<file path="src/dtw_pkg.sv">
`timescale 1ns / 1ps
package dtw_pkg;

	localparam int ClkW = 28;
	localparam int WordW = 32;
	localparam int DivStages = 32;
	localparam int IdxW = 6;
	localparam logic [ClkW-1:0] ClkReset = 28'd125000000;

	typedef enum logic [1:0] {
		CMD_INIT = 2'd0,
		CMD_SETF = 2'd1,
		CMD_PDOWN = 2'd2,
		CMD_NONE = 2'd3
	} cmd_t;

	typedef enum logic [1:0] {
		PK_DATA = 2'd0,
		PK_UPDATE = 2'd1,
		PK_RESET = 2'd2,
		PK_CLOCK = 2'd3
	} pulse_kind_t;

	localparam logic [7:0] PdByte = 8'h04;

	typedef struct packed {
		logic [1:0] cmd;
		logic [4:0] phase;
		logic [WordW-1:0] word;
		logic [ClkW-1:0] rem;
	} pipe_t;

	typedef struct packed {
		logic [1:0] kind;
		logic bitv;
		logic last;
	} pulse_t;

	// one restoring step: shift in msb of word (or zero on fraction steps), quotient into lsb
	function automatic pipe_t div_step(pipe_t p, logic [ClkW-1:0] d, logic frac);
		pipe_t r;
		logic [ClkW:0] t;
		logic q;
		r = p;
		t = {p.rem, frac ? 1'b0 : p.word[WordW-1]};
		q = (t >= {1'b0, d});
		r.rem = q ? ClkW'(t - {1'b0, d}) : t[ClkW-1:0];
		r.word = {p.word[WordW-2:0], q};
		return r;
	endfunction

	function automatic logic [IdxW-1:0] seq_len(logic [1:0] cmd);
		logic [IdxW-1:0] n;
		case (cmd)
			CMD_INIT: n = 6'd3;
			CMD_SETF: n = 6'd41;
			CMD_PDOWN: n = 6'd10;
			default: n = 6'd0;
		endcase
		return n;
	endfunction

	function automatic pulse_t make_pulse(logic [1:0] cmd, logic [IdxW-1:0] idx,
			logic [WordW-1:0] word, logic [4:0] phase);
		pulse_t p;
		logic [7:0] pbyte;
		logic [IdxW-1:0] j;
		pbyte = {phase, 3'b000};
		p = '{kind: PK_DATA, bitv: 1'b0, last: 1'b0};
		j = 6'd0;
		case (cmd)
			CMD_INIT: begin
				case (idx)
					6'd0: p.kind = PK_RESET;
					6'd1: p.kind = PK_CLOCK;
					default: begin
						p.kind = PK_UPDATE;
						p.last = 1'b1;
					end
				endcase
			end
			CMD_SETF: begin
				if (idx < 6'd32) begin
					p.bitv = word[idx[4:0]];
				end else if (idx < 6'd40) begin
					j = idx - 6'd32;
					p.bitv = pbyte[j[2:0]];
				end else begin
					p.kind = PK_UPDATE;
					p.last = 1'b1;
				end
			end
			default: begin
				if (idx == 6'd0) begin
					p.kind = PK_UPDATE;
				end else if (idx < 6'd9) begin
					j = idx - 6'd1;
					p.bitv = PdByte[j[2:0]];
				end else begin
					p.kind = PK_UPDATE;
					p.last = 1'b1;
				end
			end
		endcase
		return p;
	endfunction

endpackage

</file>
<file path="src/dtw_div_stage.sv">
`timescale 1ns / 1ps
module dtw_div_stage
	import dtw_pkg::*;
(
	input logic clk,
	input logic arst_n,
	input logic adv,
	input logic frac,
	input logic [ClkW-1:0] divisor,
	input logic valid_in,
	input pipe_t data_in,
	output logic valid_out,
	output pipe_t data_out
);

	logic valid_s1;
	pipe_t data_s1;
	pipe_t mid;

	always_comb begin
		mid = div_step(data_in, divisor, frac);
	end

	always_ff @(posedge clk or negedge arst_n) begin
		if (!arst_n) begin
			valid_s1 <= 1'b0;
		end else if (adv) begin
			valid_s1 <= valid_in;
		end
	end

	always_ff @(posedge clk) begin
		if (adv) begin
			data_s1 <= div_step(mid, divisor, frac);
		end
	end

	assign valid_out = valid_s1;
	assign data_out = data_s1;

endmodule

</file>
<file path="config.mk">
export PLATFORM = sky130hd
export DESIGN_NAME = dtw_div_stage
export DESIGN_NICKNAME = d
export VERILOG_FILES = /design/src/dtw_pkg.sv /design/src/dtw_div_stage.sv
export SDC_FILE = /design/constraint.sdc
export NUM_CORES = 1
export LEC_CHECK = 0
export BUFFER_PORTS_ARGS = -buffer_cell sky130_fd_sc_hd__clkbuf_2
export CORE_MARGIN = 5
export CORE_UTILIZATION = 30
export DETAILED_ROUTE_END_ITERATION = 10
export PLACE_DENSITY = 0.54
export REMOVE_ABC_BUFFERS = 1
export SLEW_MARGIN = 0
export SYNTH_ARGS = -nofsm -noshare
export SYNTH_HDL_FRONTEND = slang
export SYNTH_SLANG_ARGS = --single-unit
</file>
<file path="constraint.sdc">
create_clock -name clk -period 1.7 [get_ports clk]
set_input_delay 0.34 -clock clk [delete_from_list [all_inputs] [get_ports clk]]
set_output_delay 0.34 -clock clk [all_outputs]
set_load 0.01 [all_outputs]
</file>
* Word level (Yosys, flattened, before mapping)
Index checks and enable logic that the tools add are counted.
** Word-level totals
- Input port bits :: 100
- Logic and storage cells :: 13
- Output and inout bits :: 68
- Bits in registers :: 68
** Cells by class
- Muxes and demuxes :: 4
- Add/sub/neg operators :: 2
- $lt $le $gt $ge :: 2
** Operator list (count)
- 29-bit by 28-bit >= comparator with 1-bit output :: 2
- 28-bit two-way mux :: 2
- 28-bit subtractor :: 2
- 1-bit two-way mux :: 2

* Logic depth before layout (Yosys ltp)
- Word-level depth :: 5
- Gate-level depth with buffers :: 25
- Mapped depth without buffers :: 21

* Worst setup path before layout
No wires, ideal clock.
- Path type :: input port to flip-flop
- Start point :: input port frac
- End point :: register data_s1, in the netlist data_out[19], data pin
- Arrival :: 5025 ps
- Required time :: 1440 ps
- Path slack :: -3586 ps
- Stages :: 22
- Cell sequence :: nand2b_1 -> ha_1 -> fa_1 -> nor2b_1 -> o31a_1 -> o41ai_1 -> o21ai_1 -> o31ai_1 -> a311oi_1 -> mux2_2 -> a31oi_1 -> ha_1 -> a21o_1 -> a221o_1 -> o21ai_0 -> a21oi_1 -> nor4_1 -> o21ai_1 -> a211o_1 -> buf_6 -> buf_6 -> mux2_4
** On the way
- Longest elaborated chain between the ends :: 5
- Elaborated cells between the ends (all ways) :: 8
** RTL lines
- start, declared :: RTL line dtw_div_stage.sv:8 : input logic frac,
- 1-bit two-way mux :: RTL line dtw_pkg.sv:45 : t = {p.rem, frac ? 1'b0 : p.word[WordW-1]};
- 28-bit subtractor / 29-bit by 28-bit >= comparator with 1-bit output (equally long branches) :: RTL line dtw_pkg.sv:47, dtw_pkg.sv:46
- 28-bit two-way mux :: RTL line dtw_pkg.sv:47 : r.rem = q ? ClkW'(t - {1'b0, d}) : t[ClkW-1:0];
- 28-bit subtractor / 29-bit by 28-bit >= comparator with 1-bit output (equally long branches) :: RTL line dtw_pkg.sv:47, dtw_pkg.sv:46
- 28-bit two-way mux * :: RTL line dtw_pkg.sv:47
- end signal, assigned :: RTL line dtw_div_stage.sv:34 : data_s1 <= div_step(mid, divisor, frac);
- end, declared :: RTL line dtw_div_stage.sv:17 : pipe_t data_s1;
Mark *: on every way between the ends. The rest lies on a longest branch, timed or not.
A chain may end at the register's enable or synchronous reset.

* Worst setup path after layout
Same ends and word-level chain as after synthesis.

==> reports/metrics.yaml <==
worstRegToRegCells: 1
violations: "setup timing"
layout.nets: 1127
die_y_um: 147
synth_area_per_cell_um2: 9.86
root_buffer: "clkbuf_16"
p_leak_nw: 4.47
maxSlewHeadroom_pct: 69.4
hold_ws_ps: 169
track_usage_pct: 16.8
clk_latency_ps: 340
ys.flop_type: "edfxtp_1"
routed_wl_mm: 18.4
ant_nets: 0
ys_seq_area_share_pct: 36.3
skew_ps: 0
ys_types: 58
dieWidth_um: 147
cts.sinks: 68
rsz0062_at_grt: "true"
fillers: 1786
areaGrowthSynthToFinish_pct: 63.2
io_buffers: 167
drc: 0
finalCritPeriodShare_pct: 297
crit_chain: "buf_6, nand2b_4, ha_4, fa_2, nor2b_1, o31a_1, o41ai_2, o21ai_2, buf_4, o31ai_4, buf_4, a311oi_4, mux2_4, a31oi_4, ha_4, a21o_1, a221o_1, nor2b_4, a21oi_2, nor4_2, o21ai_1, a211o_4, buf_12, mux2_4"
io_pins: 168
gp_congestion: 0.900
diodes: 0
finalSetupViolCount: 30
worstMarginPinSlew_ps: 459
rr_startpoint: "valid_out"
initial_utilization_pct: 30.2
ir_drop_mv: 0.351
crit_slowest_cell: "a221o_1"
rrSetupSlack_ps: 970
cp_max_fo: 7
cp.arrival_ps: 5130
power_density_nw_per_um2: 1020
hold-path-endpoint: "data_out[54]"
slew_violations: 0
hp-class: "in2reg"
hold_start: "data_in[52]"
synth.most_common_cell: "edfxtp_1"
syn_area_um2: 5610
timing.final.crit_period_ps: 5040
grt_pass1_vias: 5838
synth_area_leaders: "edfxtp_1 36%, ha_1 12%, a21oi_1 5.4%"
core_area_um2: 18600
dieArea_um2: 21500
hold_depth: 1
wl_per_cell_um: 15.2
status: "finished with violations"
yosysTopAreaCell: "edfxtp_1"
grt_first_pass_wirelength_mm: 29.5
finalSetupTns_ps: -97020
drive_gt1_share_pct: 51.0
drv_cap: 0
critPathLaunchType: "input pin"
grt_max_degree: 44
crit_type: "in2reg"
rr_endpoint: "valid_out"
synth_common_cells: "67 x edfxtp_1, 60 x a21oi_1, 56 x ha_1, 48 x nor2_1, 42 x inv_1"
synth_top_area_share_pct: 35.9
postSynthCellCount: 569
crit_path_end_kind: "register"
vias: 5689
final_hold_viol_count: 0
avgViaCountPerCell: 4.71
crit_required_ps: 1790
yosys_register_bits: 68
drt_iter0_drc: 258
setup_ws_ps: -3340
clk_pin_slew_ps: 60
overflow: 0
cts_tree: "done"
num_rows: 50
dpl.hpwl_mm: 14.8
antenna_found_initial: 0
dr.pass1.iters: 4
yosys_warnings: 0
synth_edf_count: 67
cts_made_buffers: 9
htree_levels: 3
fmaxAchievable_ghz: 0.198
critPathMaxStageDelay_ps: 450
async_flop_share_pct: 1.47
pre_cts_ws_ps: -4020
cts_buffer_depth: 2
totalPowerFinal_w: 0.00931
-- state kept, by name, indices dropped and copies added, names as in the netlist --
| name | flops |
|---|---|
| data_out | 67 |
| valid_out | 1 |
-- layout by cell type (no fill, tap or decap), types with 4 or more instances in the layout --
cell type	n
o31ai_1	4
buf_6	4
nand2b_1	7
buf_12	4
o21bai_1	5
clkinvlp_4	4
nor3_1	13
nand4_1	7
and3_1	5
nor2_1	46
ha_1	50
nand2_1	26
buf_4	222
a21oi_1	51
o21ai_0	22
inv_1	41
xnor2_1	32
nor2b_1	5
mux2_4	27
ha_4	6
a21oi_2	9
or3_1	6
clkbuf_16	9
edfxtp_1	67
clkbuf_2	165
mux2_2	9
xor2_1	12
o31a_1	4
a21o_1	21
nand3_1	7
o21a_1	7
o21ai_1	4
-- critical path, delay by kind of cell --
family                   cells  cell delay [ps]
AO/OA/AOI/OAI               11             2200
adder cells (fa/ha/maj)      3              750
buffers and inverters        4              580
multiplexers                 2              630
AND/OR/NAND/NOR              4              630
-- cell type report --
class,count,area (um^2),share of cell area [%]
Multi-Input combinational cell,449,3700,40.4
Timing Repair Buffer,399,2670,29.2
Sequential cell,68,2040,22.3
Tap cell,234,293,3.20
Clock buffer,10,229,2.50
Inverter,42,158,1.72
Clock inverter,6,65.1,0.711
-- timing repair --
action,4_1_cts,5_1_grt
cloned,2,1
endpoints found under the setup margin,30,30
hold buffers,1,0
gates resized for setup,52,33
hold endpoints to repair,1,0
pin swaps,20,30
buffers inserted,8,11
-- worst max path at each step --
stage / from / to / slack (ps) / depth (start not counted)
detailed placement: frac / data_out[16] / -4020 / 23
finish: frac / data_out[19] / -3340 / 24
CTS: frac / data_out[16] / -3410 / 25
global placement: frac / data_out[16] / -3900 / 23
global route: frac / data_out[19] / -3560 / 25
floorplan: divisor[20] / data_out[10] / -4800 / 18
-- stage by stage --
stage                     util, %  std cells  cell area, um^2
after floorplan                 -        558             5540
after global placement       44.6       1170             8290
after detailed placement     44.6       1170             8290
after CTS                    47.8       1197             8890
after global routing         49.3       1208             9150
final                        49.3       1208             9150
-- logic make-up after synthesis --
kind of cell | share of synthesized area [%]
XOR/XNOR | 6.87
multiplexers | 8.32
adder cells (fa/ha/maj) | 13.2
AND/OR/NAND/NOR | 11.8
buffers and inverters | 4.04
AO/OA/AOI/OAI | 19.5
flip-flops | 36.3
-- metal layers --
metal | vias to the layer above | part of all wire (%) | track usage [%]
li1 | 2937 | - | -
met1 | 2624 | 47 | 22.5
met2 | 112 | 48 | 28.8
met3 | 16 | 4.2 | 2.28
met4 | 0 | 1.1 | 4.19
met5 | - | 0 | 0
-- power breakdown --
group          total [W]  switching (W)  internal (W)  leakage, nW
registers        0.00239      0.0000975       0.00229        0.668
clock network    0.00189       0.000754       0.00113        0.131
logic            0.00503        0.00224       0.00279         3.67
total            0.00931        0.00309       0.00622         4.47
(Power assumes the default switching activity.)
