$ cat src/dtw_pkg.sv
`timescale 1ns / 1ps
package dtw_pkg;

	localparam int ClkW = 28;
	localparam int WordW = 32;
	localparam int DivStages = 32;
	localparam int IdxW = 6;
	localparam logic [ClkW-1:0] ClkReset = 28'd125000000;

	typedef enum logic [1:0] {
		CMD_INIT = 2'd0,
		CMD_SETF = 2'd1,
		CMD_PDOWN = 2'd2,
		CMD_NONE = 2'd3
	} cmd_t;

	typedef enum logic [1:0] {
		PK_DATA = 2'd0,
		PK_UPDATE = 2'd1,
		PK_RESET = 2'd2,
		PK_CLOCK = 2'd3
	} pulse_kind_t;

	localparam logic [7:0] PdByte = 8'h04;

	typedef struct packed {
		logic [1:0] cmd;
		logic [4:0] phase;
		logic [WordW-1:0] word;
		logic [ClkW-1:0] rem;
	} pipe_t;

	typedef struct packed {
		logic [1:0] kind;
		logic bitv;
		logic last;
	} pulse_t;

	// one restoring step: shift in msb of word (or zero on fraction steps), quotient into lsb
	function automatic pipe_t div_step(pipe_t p, logic [ClkW-1:0] d, logic frac);
		pipe_t r;
		logic [ClkW:0] t;
		logic q;
		r = p;
		t = {p.rem, frac ? 1'b0 : p.word[WordW-1]};
		q = (t >= {1'b0, d});
		r.rem = q ? ClkW'(t - {1'b0, d}) : t[ClkW-1:0];
		r.word = {p.word[WordW-2:0], q};
		return r;
	endfunction

	function automatic logic [IdxW-1:0] seq_len(logic [1:0] cmd);
		logic [IdxW-1:0] n;
		case (cmd)
			CMD_INIT: n = 6'd3;
			CMD_SETF: n = 6'd41;
			CMD_PDOWN: n = 6'd10;
			default: n = 6'd0;
		endcase
		return n;
	endfunction

	function automatic pulse_t make_pulse(logic [1:0] cmd, logic [IdxW-1:0] idx,
			logic [WordW-1:0] word, logic [4:0] phase);
		pulse_t p;
		logic [7:0] pbyte;
		logic [IdxW-1:0] j;
		pbyte = {phase, 3'b000};
		p = '{kind: PK_DATA, bitv: 1'b0, last: 1'b0};
		j = 6'd0;
		case (cmd)
			CMD_INIT: begin
				case (idx)
					6'd0: p.kind = PK_RESET;
					6'd1: p.kind = PK_CLOCK;
					default: begin
						p.kind = PK_UPDATE;
						p.last = 1'b1;
					end
				endcase
			end
			CMD_SETF: begin
				if (idx < 6'd32) begin
					p.bitv = word[idx[4:0]];
				end else if (idx < 6'd40) begin
					j = idx - 6'd32;
					p.bitv = pbyte[j[2:0]];
				end else begin
					p.kind = PK_UPDATE;
					p.last = 1'b1;
				end
			end
			default: begin
				if (idx == 6'd0) begin
					p.kind = PK_UPDATE;
				end else if (idx < 6'd9) begin
					j = idx - 6'd1;
					p.bitv = PdByte[j[2:0]];
				end else begin
					p.kind = PK_UPDATE;
					p.last = 1'b1;
				end
			end
		endcase
		return p;
	endfunction

endpackage

$ cat src/dtw_if.sv


interface dtw_out_if;
	logic valid;
	logic ready;
	logic [1:0] pulse_kind;
	logic serial_bit;
	logic last;
	modport source(output valid, pulse_kind, serial_bit, last, input ready);
	modport sink(input valid, pulse_kind, serial_bit, last, output ready);
endinterface

$ cat src/dtw_serializer.sv
`timescale 1ns / 1ps
module dtw_serializer
	import dtw_pkg::*;
(
	input logic clk,
	input logic arst_n,
	input logic clk_zero,
	input logic valid_in,
	input pipe_t data_in,
	output logic take,
	dtw_out_if.source out_ch
);

	logic busy_q;
	logic [IdxW-1:0] idx_q;
	logic [1:0] cmd_q;
	logic [4:0] phase_q;
	logic [WordW-1:0] word_q;
	logic out_valid_q;
	pulse_t out_q;
	pulse_t cur;
	logic load_out;
	logic finish;

	assign load_out = !out_valid_q || out_ch.ready;
	assign cur = make_pulse(cmd_q, idx_q, word_q, phase_q);
	assign finish = busy_q && load_out && cur.last;
	assign take = !busy_q || finish;

	always_ff @(posedge clk or negedge arst_n) begin
		if (!arst_n) begin
			busy_q <= 1'b0;
			idx_q <= '0;
			out_valid_q <= 1'b0;
		end else begin
			if (load_out) begin
				out_valid_q <= busy_q;
			end
			if (take) begin
				busy_q <= valid_in && (data_in.cmd != CMD_NONE);
				idx_q <= '0;
			end else if (busy_q && load_out) begin
				idx_q <= idx_q + 6'd1;
			end
		end
	end

	always_ff @(posedge clk) begin
		if (load_out && busy_q) begin
			out_q <= cur;
		end
		if (take) begin
			cmd_q <= data_in.cmd;
			phase_q <= data_in.phase;
			word_q <= clk_zero ? {WordW{1'b1}} : data_in.word;
		end
	end

	assign out_ch.valid = out_valid_q;
	assign out_ch.pulse_kind = out_q.kind;
	assign out_ch.serial_bit = out_q.bitv;
	assign out_ch.last = out_q.last;

	a_idx_range: assert property (@(posedge clk) disable iff (!arst_n)
		busy_q |-> (idx_q < seq_len(cmd_q)))
		else $error("pulse index past sequence end");
	a_last_ends: assert property (@(posedge clk) disable iff (!arst_n)
		finish |=> (idx_q == 6'd0))
		else $error("index not rewound after last pulse");
	a_data_bit_only: assert property (@(posedge clk) disable iff (!arst_n)
		(out_valid_q && out_q.kind != PK_DATA) |-> !out_q.bitv)
		else $error("serial bit set on non-data pulse");

endmodule

$ cat src/flat_wrapper.sv
// flat-port wrapper written by rule: the top's interface ports become plain ports
module dtw_serializer_flat import dtw_pkg::*;
  (clk, arst_n, clk_zero, valid_in, data_in, take, out_ch_valid, out_ch_pulse_kind, out_ch_serial_bit, out_ch_last, out_ch_ready);
  dtw_out_if out_ch_i ();
  input logic clk;
  input logic arst_n;
  input logic clk_zero;
  input logic valid_in;
  input pipe_t data_in;
  output logic take;
  output wire logic [$bits(out_ch_i.valid)-1:0] out_ch_valid;
  output wire logic [$bits(out_ch_i.pulse_kind)-1:0] out_ch_pulse_kind;
  output wire logic [$bits(out_ch_i.serial_bit)-1:0] out_ch_serial_bit;
  output wire logic [$bits(out_ch_i.last)-1:0] out_ch_last;
  input wire logic [$bits(out_ch_i.ready)-1:0] out_ch_ready;
  assign out_ch_valid = out_ch_i.valid;
  assign out_ch_pulse_kind = out_ch_i.pulse_kind;
  assign out_ch_serial_bit = out_ch_i.serial_bit;
  assign out_ch_last = out_ch_i.last;
  assign out_ch_i.ready = out_ch_ready;
  dtw_serializer u_core (.clk(clk), .arst_n(arst_n), .clk_zero(clk_zero), .valid_in(valid_in), .data_in(data_in), .take(take), .out_ch(out_ch_i));
endmodule
$ cat config.mk
export PLATFORM = sky130hd
export DESIGN_NAME = dtw_serializer_flat
export DESIGN_NICKNAME = d
export VERILOG_FILES = /design/src/dtw_pkg.sv /design/src/dtw_if.sv /design/src/dtw_serializer.sv /design/src/flat_wrapper.sv
export SDC_FILE = /design/constraint.sdc
export NUM_CORES = 1
export LEC_CHECK = 0
export ABC_AREA = 1
export BUFFER_PORTS_ARGS = -buffer_cell sky130_fd_sc_hd__buf_4
export CAP_MARGIN = 20
export CELL_PAD_IN_SITES_DETAIL_PLACEMENT = 0
export CELL_PAD_IN_SITES_GLOBAL_PLACEMENT = 2
export CORE_ASPECT_RATIO = 0.5
export CORE_UTILIZATION = 27
export CTS_CLUSTER_SIZE = 25
export DETAILED_ROUTE_END_ITERATION = 6
export PLACE_DENSITY = 0.82
export SYNTH_ARGS = -nofsm -noshare
export SYNTH_HDL_FRONTEND = slang
export SYNTH_SLANG_ARGS = --single-unit
$ cat constraint.sdc
create_clock -name clk -period 1.9 [get_ports clk]
set_input_delay 0.19 -clock clk [delete_from_list [all_inputs] [get_ports clk]]
set_output_delay 0.19 -clock clk [all_outputs]
set_load 0.05 [all_outputs]
# --- Word level (Yosys, flattened, before mapping) ---
# Memory sizes are Yosys's and may differ from the RTL's.
# Cells that the tools add are included.
totals:
  register_bits: 51
  rom_bits: 8
  input_bits: 72
  wordCells: 56
  n_memories: 1
mem_list:
  columns: ["name", "depth", "width", "read_ports", "rd_clocked_by_memory_dff", "wr", "line", "text"]
  rows:
  - ["(no name shown)", 8, 1, 1, 0, 0, "dtw_pkg.sv:98", "p.bitv = PdByte[j[2:0]];"]
op_classes:
  addsub: 3
  magnitude_cmp: 6
  eq_ne: 3
  muxes: 23
  n_reduce_logical: 11
ops:
  columns: ["op", "n"]
  rows:
  - ["$lt 6x6->1 const B", 2]
  - ["$mux 1", 12]
  - ["$mux 6", 2]
  - ["$lt 3x4->1 const B", 2]
  - ["$pmux 2 s2", 2]
  - ["$add 6x1->6 const B", 1]
  - ["$eq 6x1->1 const B", 1]
  - ["$logic_not 6->1", 1]
  - ["$lt 5x6->1 const B", 1]
  - ["$lt 6x4->1 const B", 1]
  - ["$mux 2", 3]
  - ["$sub 3x1->3 const B", 2]
  - ["$bmux 1 s5", 1]
  - ["$pmux 1 s2", 2]
  - ["$bmux 1 s3", 1]
  - ["$logic_and 1x1->1", 3]
  - ["$eq 2x1->1 const B", 1]
  - ["$logic_not 1->1", 2]
  - ["$logic_not 2->1", 1]
  - ["$logic_or 1x1->1", 2]
  - ["$ne 2x2->1 const B", 1]
  - ["$reduce_bool 2->1", 1]
  - ["$reduce_or 2->1", 1]

# --- Logic depth before layout (Yosys ltp) ---
# Gate-level depths: netlist of run 1.
logic_depth:
  ltp_word: 9
  depth_mapped: 12
  mapped_depth_nobuf: 11

# --- Worst setup path before layout of run 1 ---
# No wires, ideal clock.
synth_path:
  path_type: "reg2reg"
  start: "register u_core.idx_q[0]"
  end: "register u_core.cmd_q[0], enable pin"
  setup_ns: 0.376
  t_arrival_ns: 1.772
  required_ns: 1.524
  path_slack_ns: -0.248
  stages_incl_launch_ff: 11
  path_buffers: 1
  period_less_slack_ns: 2.148
  cell_sequence: "dfrtp_1 inv_2 buf_2 ha_1 nand2_2 nor2_2 a31oi_1 nand2_1 nand3_2 nand2_2 nand2_4"
synth_lines:
  columns: ["item", "line", "text"]
  rows:
  - ["start, declared", "dtw_serializer.sv:15", "logic [IdxW-1:0] idx_q;"]
  - ["start signal, assigned", "dtw_serializer.sv:43", "idx_q <= idx_q + 6'd1;"]
  - ["end signal, assigned", "dtw_serializer.sv:53", "cmd_q <= data_in.cmd;"]
  - ["end, declared", "dtw_serializer.sv:16", "logic [1:0] cmd_q;"]

==> flow_summary_export.csv, run 1 <==
group,metric,value,unit
final_layout,fin_nets,424,
clock_network,clock_path_buffers,2,
floorplan,start_util,0.2869,
floorplan,die_h,70.96,um
floorplan,die_w,139.9,um
floorplan,rows,24,
clock_network,htree_levels,2,
status,violations,"negative setup slack",
detailed_routing,drt-pass1-iter-count,4,
run,max_cap_viol_count,0,
yosys,postSynthCellCount,270,
placed_design,pre_cts_ws,0.02509,ns
pwr,peakVddDrop,470.2,uV
detailed_routing,via_per_inst,4.146,
yosys,yosysWarnings,0,
placed_design,port_buffers,49,
global_routing,grt_pass1_vias,1834,
pwr,pwr-share-seq,0.333,
pwr,p_switching,0.002109,W
setup_path,critPathMaxFanout,4,
global_routing,track_usage,0.1168,
clock_network,cts_root_buffer,"clkbuf_16",
global_routing,antenna_found_initial,0,
pwr,leakagePower,1.622,nW
timing,setup_ws,-0.02946,ns
timing,final_max_slew_viol_count,0,
timing,worstMarginPinSlew,0.3988,ns
setup_path,end_kind,"primary output",
timing,finalSetupViolCount,1,
global_routing,grt_max_degree,33,
global_routing,grt_pass1_wl,8756,um
floorplan,ios,78,
pwr,p_per_area,1556,nW/um2
setup_path,crit_chain,"inv_2, ha_4, nand2_4, nor2_4, a31oi_4, nand2_1, nand3_2, nand2_4, nand2_8, buf_8",
timing,fmax,518.3,MHz
setup_path,cp.arrival,1.74,ns
setup_path,cp-start-kind,"register",
yosys,synth_nets,347,
clock_network,cts_tree,"built",
setup_path,cp_slowest_cell,"dfrtp_1",
floorplan,die-area,9927,um2
detailed_routing,drc,0,
clock_network,cts_buffers,5,
pwr,p_clk_frac,0.155,
timing,rsz0062_at_grt,"yes",
final_layout,drive_above_1_share,0.3994,
placed_design,place.gp.congestion,0.7365,
floorplan,core,8949,um2
placed_design,dpl.hpwl,3866,um
yosys,syn_area,2567,um2
global_routing,gr-total-overflow,0,
setup_path,cp_common_cell,"nand2_4",
setup_path,critPathMaxStageDelay,0.39,ns
detailed_routing,drtAntennaViolNets,0,
detailed_routing,vias,1928,
status,outcome,"finished with violations",
setup_path,critPathKind,"register to primary output",
timing,finalClockSkew,0.004319,ns
timing,timing.final.crit_period,1.929,ns
timing,holdWs,0.07074,ns
hold_path,hp-class,"input pin to register",
pwr,intPower,0.003503,W
setup_path,crit_required,1.71,ns
final_layout,diodes,0,
yosys,avgSynthCellArea,9.509,um2
final_layout,syn2layout_area_growth,40.50,%
timing,post-route-period-util,1.016,
detailed_routing,wl,5686,um
detailed_routing,post_drt_wl_per_cell,12.23,um
timing,maxSlewHeadroom,0.7338,
clock_network,path_clk_slew,0.07,ns
pwr,sw_frac_of_total,0.3758,
timing,final-hold-violation-count,0,
yosys,yosysSeqAreaShare,0.5809,
final_layout,final_util,0.4031,
pwr,power,0.005612,W
clock_network,clkLatencyLatePin,0.29,ns
yosys,synth_seq_cells,51,
pwr,power_frac_comb,0.512,
clock_network,cts.sinks,51,
yosys,ys_types,28,
detailed_routing,drt_iter0_drc,90,
## per-layer routing
| layer | wire length, um | vias up | GRT usage |
|---|---|---|---|
| li1 | - | 1013 | - |
| met1 | 2757 | 876 | 0.1517 |
| met2 | 2644 | 32 | 0.1911 |
| met3 | 196 | 7 | 0.02979 |
| met4 | 88 | 0 | 0.04029 |
| met5 | 0 | - | 0 |
## path summary, 6_finish.rpt
kind                                  from                           to  slack (ns)  cells past startpoint
setup / recovery           u_core.idx_q[1]                         take       -0.03                     10
hold / removal                 data_in[62]            u_core.phase_q[2]        0.07                      1
hold reg to reg            u_core.cmd_q[0]  u_core.out_ch.pulse_kind[1]        0.59                      1
max in group asynchronous           arst_n              u_core.idx_q[2]        1.50                      2
min in group asynchronous           arst_n              u_core.idx_q[0]        0.25                      2
setup reg to reg           u_core.idx_q[0]            u_core.word_q[29]        0.04                      9
## flip-flops by register name, summed over array words and instances (netlist names)
name	flops
u_core.busy_q	1
u_core.cmd_q	2
u_core.idx_q	6
u_core.out_ch.last	1
u_core.out_ch.pulse_kind	2
u_core.out_ch.serial_bit	1
u_core.out_ch.valid	1
u_core.phase_q	5
u_core.word_q	32
## timing repair
action | in CTS | in global routing
gates cloned | 0 | 3
setup buffers | 7 | 6
hold buffers | 1 | 0
pin swaps | 2 | 2
endpoints found under the setup margin | 1 | 37
endpoints found under the hold margin | 8 | 0
gates resized for setup | 7 | 12
## kinds of logic after synthesis
logic type / count (synthesis) / synth area share
adders and majority gates: 5 / 0.02437
DFF: 51 / 0.5809
buffers and inverters: 42 / 0.06578
AOI/OAI and AO/OA: 17 / 0.03801
and+or+nand+nor: 153 / 0.2841
xor gates and xnor gates: 2 / 0.006824
## cells in the mapped netlist, drive strengths merged
| master | n | share of area |
|---|---|---|
| and3 | 1 | 0.0024 |
| clkbuf | 3 | 0.0044 |
| a21oi | 2 | 0.0054 |
| nand3 | 18 | 0.037 |
| ha | 5 | 0.024 |
| buf | 5 | 0.012 |
| o21ai | 11 | 0.021 |
| nand2 | 79 | 0.12 |
| nor3 | 2 | 0.0058 |
| o22ai | 1 | 0.0024 |
| a31oi | 1 | 0.0024 |
| o2111ai | 1 | 0.0034 |
| or2 | 32 | 0.078 |
| edfxtp | 43 | 0.50 |
| nor2 | 21 | 0.039 |
| xor2 | 2 | 0.0068 |
| dfrtp | 8 | 0.078 |
| inv | 34 | 0.050 |
| o31ai | 1 | 0.0029 |
## metrics by stage
stage	TNS (ns)	area [um2]	cells
final	-0.02946	3607	465
after global routing	-1.397	3607	465
after CTS	-0.005819	3415	456
after detailed placement	0	3182	440
after global placement	0	3182	440
after floorplan	-0.008400	2600	270
## power groups by stage
stage | clock [W] | sequential, W | combinational, W
2_1_floorplan | 0 | 0.00205 | 0.00122
3_3_place_gp | 0 | 0.00188 | 0.00209
3_5_place_dp | 0 | 0.00189 | 0.00213
4_1_cts | 0.000897 | 0.00187 | 0.00235
5_1_grt | 0.000941 | 0.00190 | 0.00314
6_report | 0.000870 | 0.00187 | 0.00287
## cells in the final DEF (no fill, tap or decap), drive strengths merged
cell	instances
clkinvlp	1
and3	1
dfrtp	8
o22ai	1
o31ai	1
xor2	2
or2	32
buf	74
o21ai	11
a21oi	2
inv	34
a31oi	1
ha	5
edfxtp	43
nor3	2
o2111ai	1
nand3	18
nor2	21
clkbuf	8
nand2	79
clkinv	2
dlygate4sd3	1
## worst max-delay path: cells and delay by family (launching register included)
family                     cells  cell delay (ns)
and+or+nand+nor                6             0.55
AOI/OAI and AO/OA              1             0.04
DFF                            1             0.39
adders and majority gates      1             0.16
buffers and inverters          2             0.29
## cell type report
class | instances | area, um2
fillers | 901 | 5341
inverters | 34 | 127.6
repair buffers | 78 | 701.9
clock buffers | 5 | 125.1
well taps | 117 | 146.4
multi-input cells | 177 | 998.5
flip-flops and latches | 51 | 1493
clock inverters | 3 | 15.01
Power figures use the tool's default switching activity.
==> inputs of run 2 (changes only) <==
--- a/config.mk
+++ b/config.mk
@@ -11,10 +11,10 @@
 export CELL_PAD_IN_SITES_DETAIL_PLACEMENT = 0
 export CELL_PAD_IN_SITES_GLOBAL_PLACEMENT = 2
 export CORE_ASPECT_RATIO = 0.5
-export CORE_UTILIZATION = 27
+export CORE_UTILIZATION = 33
 export CTS_CLUSTER_SIZE = 25
 export DETAILED_ROUTE_END_ITERATION = 6
-export PLACE_DENSITY = 0.82
+export PLACE_DENSITY = 0.92
 export SYNTH_ARGS = -nofsm -noshare
 export SYNTH_HDL_FRONTEND = slang
 export SYNTH_SLANG_ARGS = --single-unit
==> constraint.sdc (replaced) <==
create_clock -name clk -period 2.3 [get_ports clk]
set_input_delay 0.23 -clock clk [delete_from_list [all_inputs] [get_ports clk]]
set_output_delay 0.23 -clock clk [all_outputs]
set_load 0.05 [all_outputs]
==> run 2 against run 1 <==
Against the previous run:
- the run now ends clean
- flip-flop and latch count stayed put
- count of clock-buffer cells in the layout stayed put
- setup slack better by 0.18 ns
- clock skew is 0.0018 ns lower
- via count is 2.5% lower
- largest cell class unchanged
- largest power group unchanged
- highest routed layer unchanged
==> flow_summary_export.csv, run 2 (synthesis gave the netlist of run 1 again) <==
group,metric,value,unit
status,outcome,"completed",
setup_path,cp.arrival,1.92,ns
pwr,power,0.003932,W
floorplan,core,7432,um2
clock_network,clock_path_buffers,2,
clock_network,path_clk_slew,0.06,ns
setup_path,setup.worst_path.start,"u_core.idx_q[0]",
setup_path,critPathMaxStageDelay,0.40,ns
timing,final_max_slew_viol_count,0,
timing,maxSlewHeadroom,0.7501,
detailed_routing,drt_iter0_drc,116,
timing,rsz0062_at_grt,"no",
global_routing,grt_pass1_wl,8204,um
global_routing,grt_max_degree,33,
placed_design,dpl.hpwl,3536,um
placed_design,pre_cts_ws,0.2882,ns
final_layout,drive_above_1_share,0.3578,
pwr,peakVddDrop,373.6,uV
hold_path,min_from,"data_in[64]",
final_layout,num-fill-cells,735,
pwr,p_per_area,1203,nW/um2
global_routing,grt_pass1_vias,1818,
detailed_routing,drt-pass1-iter-count,4,
detailed_routing,vias,1879,
clock_network,htree_levels,2,
final_layout,instances_no_fill,423,
final_layout,final_cell_mix,"nand2_1 (74), buf_4 (54), edfxtp_1 (43), or2_2 (32), inv_1 (30)",
floorplan,start_util,0.3455,
setup_path,cp_slowest_cell,"dfrtp_1",
global_routing,antenna_found_initial,0,
setup_path,cp-start-kind,"register",
setup_path,crit_required,2.07,ns
timing,worstMarginPinSlew,0.3745,ns
run,max_cap_viol_count,0,
floorplan,die_h,64.37,um
final_layout,reg.largest.list,"u_core.word_q: 32 flops, u_core.idx_q: 6 flops, u_core.phase_q: 5 flops",
timing,finalSetupViolCount,0,
timing,setup_tns,0,ns
detailed_routing,wl,5036,um
final_layout,final_util,0.4397,
final_layout,largest_reg_flops,32,
final_layout,fin_nets,404,
placed_design,port_buffers,49,
floorplan,rows,22,
clock_network,cts_tree,"built",
timing,post-route-period-util,0.9346,
setup_path,critPathMaxFanout,10,
timing,finalClockSkew,0.002534,ns
clock_network,cts_root_buffer,"clkbuf_16",
setup_path,cp_common_cell,"nand2_2",
timing,timing.final.crit_period,2.150,ns
detailed_routing,post_drt_wl_per_cell,11.91,um
placed_design,place_inst,414,
global_routing,gr-total-overflow,0,
placed_design,place.gp.congestion,0.7807,
detailed_routing,drtAntennaViolNets,0,
timing,setup_ws,0.1504,ns
clock_network,clkLatencyLatePin,0.29,ns
setup_path,end_kind,"primary output",
timing,final-hold-violation-count,0,
setup_path,crit_chain,"inv_2, ha_1, nand2_2, a21oi_2, inv_1, nand2_1, nand3_2, nand2_2, nand2_8, buf_6",
pwr,leakagePower,1.481,nW
global_routing,track_usage,0.1304,
timing,fmax,465.2,MHz
setup_path,critPathKind,"register to primary output",
clock_network,cts_buffers,5,
floorplan,die_w,126.7,um
floorplan,ios,78,
final_layout,layout_commonest_cell,"nand2_1",
detailed_routing,via_per_inst,4.442,
floorplan,die-area,8158,um2
final_layout,syn2layout_area_growth,27.29,%
setup_path,reg2reg_from,"u_core.idx_q[0]",
detailed_routing,drc,0,
final_layout,largest-register,"u_core.word_q",
final_layout,diodes,0,
clock_network,post_cts_buffers,0,
hold_path,hp-class,"input pin to register",
clock_network,cts.sinks,51,
run 2: critical path: cells and delay by family, from the launching register on:
family | cells | cell delay [ns]
buffers and inverters | 3 | 0.35
AND/OR/NAND/NOR | 5 | 0.55
AO/OA/AOI/OAI | 1 | 0.14
adder cells (fa/ha/maj) | 1 | 0.19
flip-flops | 1 | 0.40
run 2: per-stage QoR:
step / area (um2) / hold WS, ns
floorplan: 2567 / -0.06559
global placement: 3079 / 0.05721
detailed placement: 3079 / 0.05648
CTS: 3228 / 0.1101
global route: 3268 / 0.09939
finish: 3268 / 0.1176
run 2: worst paths after layout:
kind	cells past startpoint	to	slack, ns
min in group asynchronous	2	u_core.idx_q[5]	0.29
worst min-delay path	1	u_core.phase_q[4]	0.12
max in group asynchronous	2	u_core.idx_q[0]	1.88
worst max-delay path	10	take	0.15
worst min register to register	1	u_core.out_ch.pulse_kind[1]	0.60
worst max register to register	8	u_core.word_q[8]	0.38
run 2: power breakdown:
group	internal [W]	leakage (nW)	total, W	switching [W]
sequential	0.00142	0.485	0.00156	0.000137
combinational	0.000573	0.927	0.00166	0.00109
clock	0.000397	0.0696	0.000708	0.000311
total	0.00239	1.48	0.00393	0.00154
run 2: per-layer routing:
layer,up-vias,share of wire,global-route usage
li1,979,-,-
met2,37,0.47,0.2189
met4,0,0.0054,0.04018
met3,4,0.042,0.04271
met1,859,0.48,0.1605
met5,-,0,0
run 2: final cells by class:
class / instances / area (um2) / area share
well taps: 96 / 120.1 / 0.03675
inverters: 34 / 127.6 / 0.03905
flip-flops and latches: 51 / 1491 / 0.4564
clock inverters: 2 / 13.76 / 0.004211
multi-input cells: 178 / 943.4 / 0.2887
clock buffers: 5 / 125.1 / 0.03828
repair buffers: 57 / 446.7 / 0.1367
run 2: what timing repair did:
action / 4_1_cts / 5_1_grt
endpoints found under the setup margin: 0 / 1
hold buffers: 1 / 0
hold endpoints to repair: 8 / 0
resized for setup: 0 / 6
==> inputs of run 3 (changes only) <==
--- a/config.mk
+++ b/config.mk
@@ -15,6 +15,7 @@
 export CTS_CLUSTER_SIZE = 25
 export DETAILED_ROUTE_END_ITERATION = 6
 export PLACE_DENSITY = 0.92
+export RECOVER_POWER = 50
 export SYNTH_ARGS = -nofsm -noshare
 export SYNTH_HDL_FRONTEND = slang
 export SYNTH_SLANG_ARGS = --single-unit
==> run 3 against run 2 <==
Against the previous run:
- global-route usage did not move
- core utilization fell by 0.35 points
- flip-flop and latch count did not move
- clock skew rose by 0.00079 ns
- register-to-register slack barely moved
- total power fell by 1.0%
- clock power barely moved
- highest routed layer unchanged
==> flow_summary_export.csv, run 3 (synthesis gave the netlist of run 1 again) <==
group,metric,value,unit
setup_path,critPathKind,"register to primary output",
final_layout,largest-register,"u_core.word_q",
setup_path,cp_slowest_cell,"dfrtp_1",
final_layout,multiInputGateArea,943.4,um2
clock_network,cts_tree,"built",
placed_design,place.gp.congestion,0.7807,
final_layout,fin_nets,404,
detailed_routing,vias,1891,
detailed_routing,wl,5014,um
timing,final-hold-violation-count,0,
final_layout,largest_reg_flops,32,
hold_path,min_path_cells,1,
global_routing,grt_pass1_wl,8204,um
global_routing,gr-total-overflow,0,
timing,final_max_slew_viol_count,0,
setup_path,crit_family,"simple AND/OR/NAND/NOR gates",
global_routing,antenna_found_initial,0,
detailed_routing,via_per_inst,4.470,
clock_network,clock_path_buffers,2,
final_layout,reg.largest.list,"u_core.word_q: 32 flops, u_core.idx_q: 6 flops, u_core.phase_q: 5 flops",
floorplan,die-area,8158,um2
status,outcome,"completed",
timing,maxSlewHeadroom,0.3927,
pwr,intPower,0.002357,W
final_layout,drive_above_1_share,0.3364,
setup_path,cp.arrival,1.92,ns
detailed_routing,drt-pass1-iter-count,4,
final_layout,layout_commonest_cell,"nand2_1",
setup_path,cp-start-kind,"register",
detailed_routing,drc,0,
setup_path,cp_common_cell,"nand2_2",
setup_path,end_kind,"primary output",
floorplan,start_util,0.3455,
timing,rsz0062_at_grt,"no",
clock_network,cts_root_buffer,"clkbuf_16",
clock_network,cts.sinks,51,
pwr,power,0.003892,W
timing,setup_tns,0,ns
floorplan,die_w,126.7,um
pwr,power_frac_comb,0.418,
floorplan,ios,78,
timing,finalSetupViolCount,0,
final_layout,final_cell_mix,"nand2_1 (74), edfxtp_1 (43), buf_4 (40), or2_2 (32), inv_1 (30)",
floorplan,die_h,64.37,um
detailed_routing,drtAntennaViolNets,0,
clock_network,post_cts_buffers,0,
final_layout,regArea,1491,um2
setup_path,reg2reg_from,"u_core.idx_q[0]",
timing,holdWs,0.1405,ns
setup_path,setup.worst_path.start,"u_core.idx_q[0]",
floorplan,core,7432,um2
global_routing,track_usage,0.1304,
clock_network,cts_buffers,5,
pwr,leakagePower,1.455,nW
setup_path,r2r_slack,0.38,ns
setup_path,worstReg2RegEnd,"u_core.word_q[8]",
clock_network,htree_levels,2,
final_layout,instances_no_fill,423,
setup_path,critPathMaxFanout,10,
setup_path,cp_num_buf_inv,3,
final_layout,num-fill-cells,733,
setup_path,endpoint,"take",
pwr,pwr-share-seq,0.401,
placed_design,dpl.hpwl,3536,um
setup_path,critPathMaxStageDelay,0.40,ns
run,max_cap_viol_count,0,
setup_path,crit_required,2.07,ns
setup_path,crit_chain,"inv_2, ha_1, nand2_2, a21oi_2, inv_1, nand2_1, nand3_2, nand2_2, nand2_8, buf_6",
setup_path,cp.depth,10,
global_routing,grt_pass1_vias,1818,
clock_network,clkLatencyLatePin,0.29,ns
timing,timing.final.crit_period,2.148,ns
pwr,p_per_area,1201,nW/um2
detailed_routing,post_drt_wl_per_cell,11.85,um
timing,post-route-period-util,0.9341,
timing,fmax,465.4,MHz
hold_path,hp-class,"input pin to register",
timing,worstMarginPinSlew,0.9110,ns
pwr,p_clk_frac,0.182,
setup_path,ff2ff_path_depth,8,
pwr,peakVddDrop,372.3,uV
placed_design,port_buffers,49,
final_layout,syn2layout_area_growth,26.27,%
final_layout,diodes,0,
detailed_routing,drt_iter0_drc,118,
pwr,sw_frac_of_total,0.3944,
global_routing,grt_max_degree,33,
clock_network,path_clk_slew,0.06,ns
timing,finalClockSkew,0.003321,ns
placed_design,place_inst,414,
floorplan,rows,22,
pwr,p_switching,0.001535,W
## run 3: cell types whose count changed in the layout (fill, tap and decap cells not counted)
cell | before | now
clkbuf_4 | 0 | 7
buf_4 | 54 | 40
clkbuf_1 | 0 | 7
## run 3: how the worst min path moves through the flow
stage	startpoint	end	slack (ns)
CTS	data_in[63]	u_core.phase_q[3]	0.11
global placement	arst_n	u_core.idx_q[3]	0.06
detailed placement	arst_n	u_core.idx_q[5]	0.06
floorplan	arst_n	u_core.busy_q	-0.07
finish	data_in[63]	u_core.phase_q[3]	0.14
global route	data_in[63]	u_core.phase_q[3]	0.12
## run 3: per-layer routing
metal	GRT usage	vias up	wire, um
met3	0.04271	4	276
met1	0.1605	860	2302
met4	0.04018	0	27
met5	0	-	0
li1	-	977	-
met2	0.2189	50	2407
## run 3: power by group through the flow
stage               logic, W  clock network, W  registers, W
finish               0.00163          0.000708       0.00156
global route         0.00182          0.000765       0.00159
CTS                  0.00162          0.000723       0.00154
detailed placement   0.00161                 0       0.00156
global placement     0.00158                 0       0.00156
floorplan           0.000964                 0       0.00169
## run 3: area by class of cell
class / count / share of cell area
Sequential cell: 51 / 0.4601
Multi-Input combinational cell: 178 / 0.2910
Timing Repair Buffer: 57 / 0.1297
Inverter: 34 / 0.03937
Clock buffer: 5 / 0.03860
Tap cell: 96 / 0.03705
Clock inverter: 2 / 0.004245
## run 3: metrics by stage
stage          setup slack, ns    util  area, um2
4_1_cts               0.005546  0.4343       3228
6_report                0.1515  0.4362       3242
3_5_place_dp            0.2882  0.4143       3079
5_1_grt               0.009969  0.4362       3242
3_3_place_gp            0.3115  0.4143       3079
2_1_floorplan           0.1522       -       2567
## run 3: repair_timing
item | CTS | global route
resized for setup | 0 | 6
hold buffers | 1 | 0
hold endpoints to repair | 8 | 0
setup endpoints to repair | 0 | 1
## run 3: worst register-to-register path, cell delays in order, from the launching register on
cell and delay [ns]:
dfrtp_1 0.40, buf_4 0.18, ha_1 0.23, a31oi_2 0.15
nand2_1 0.08, nand3_2 0.09, nand2_2 0.14, nand2_8 0.16
buf_12 0.19
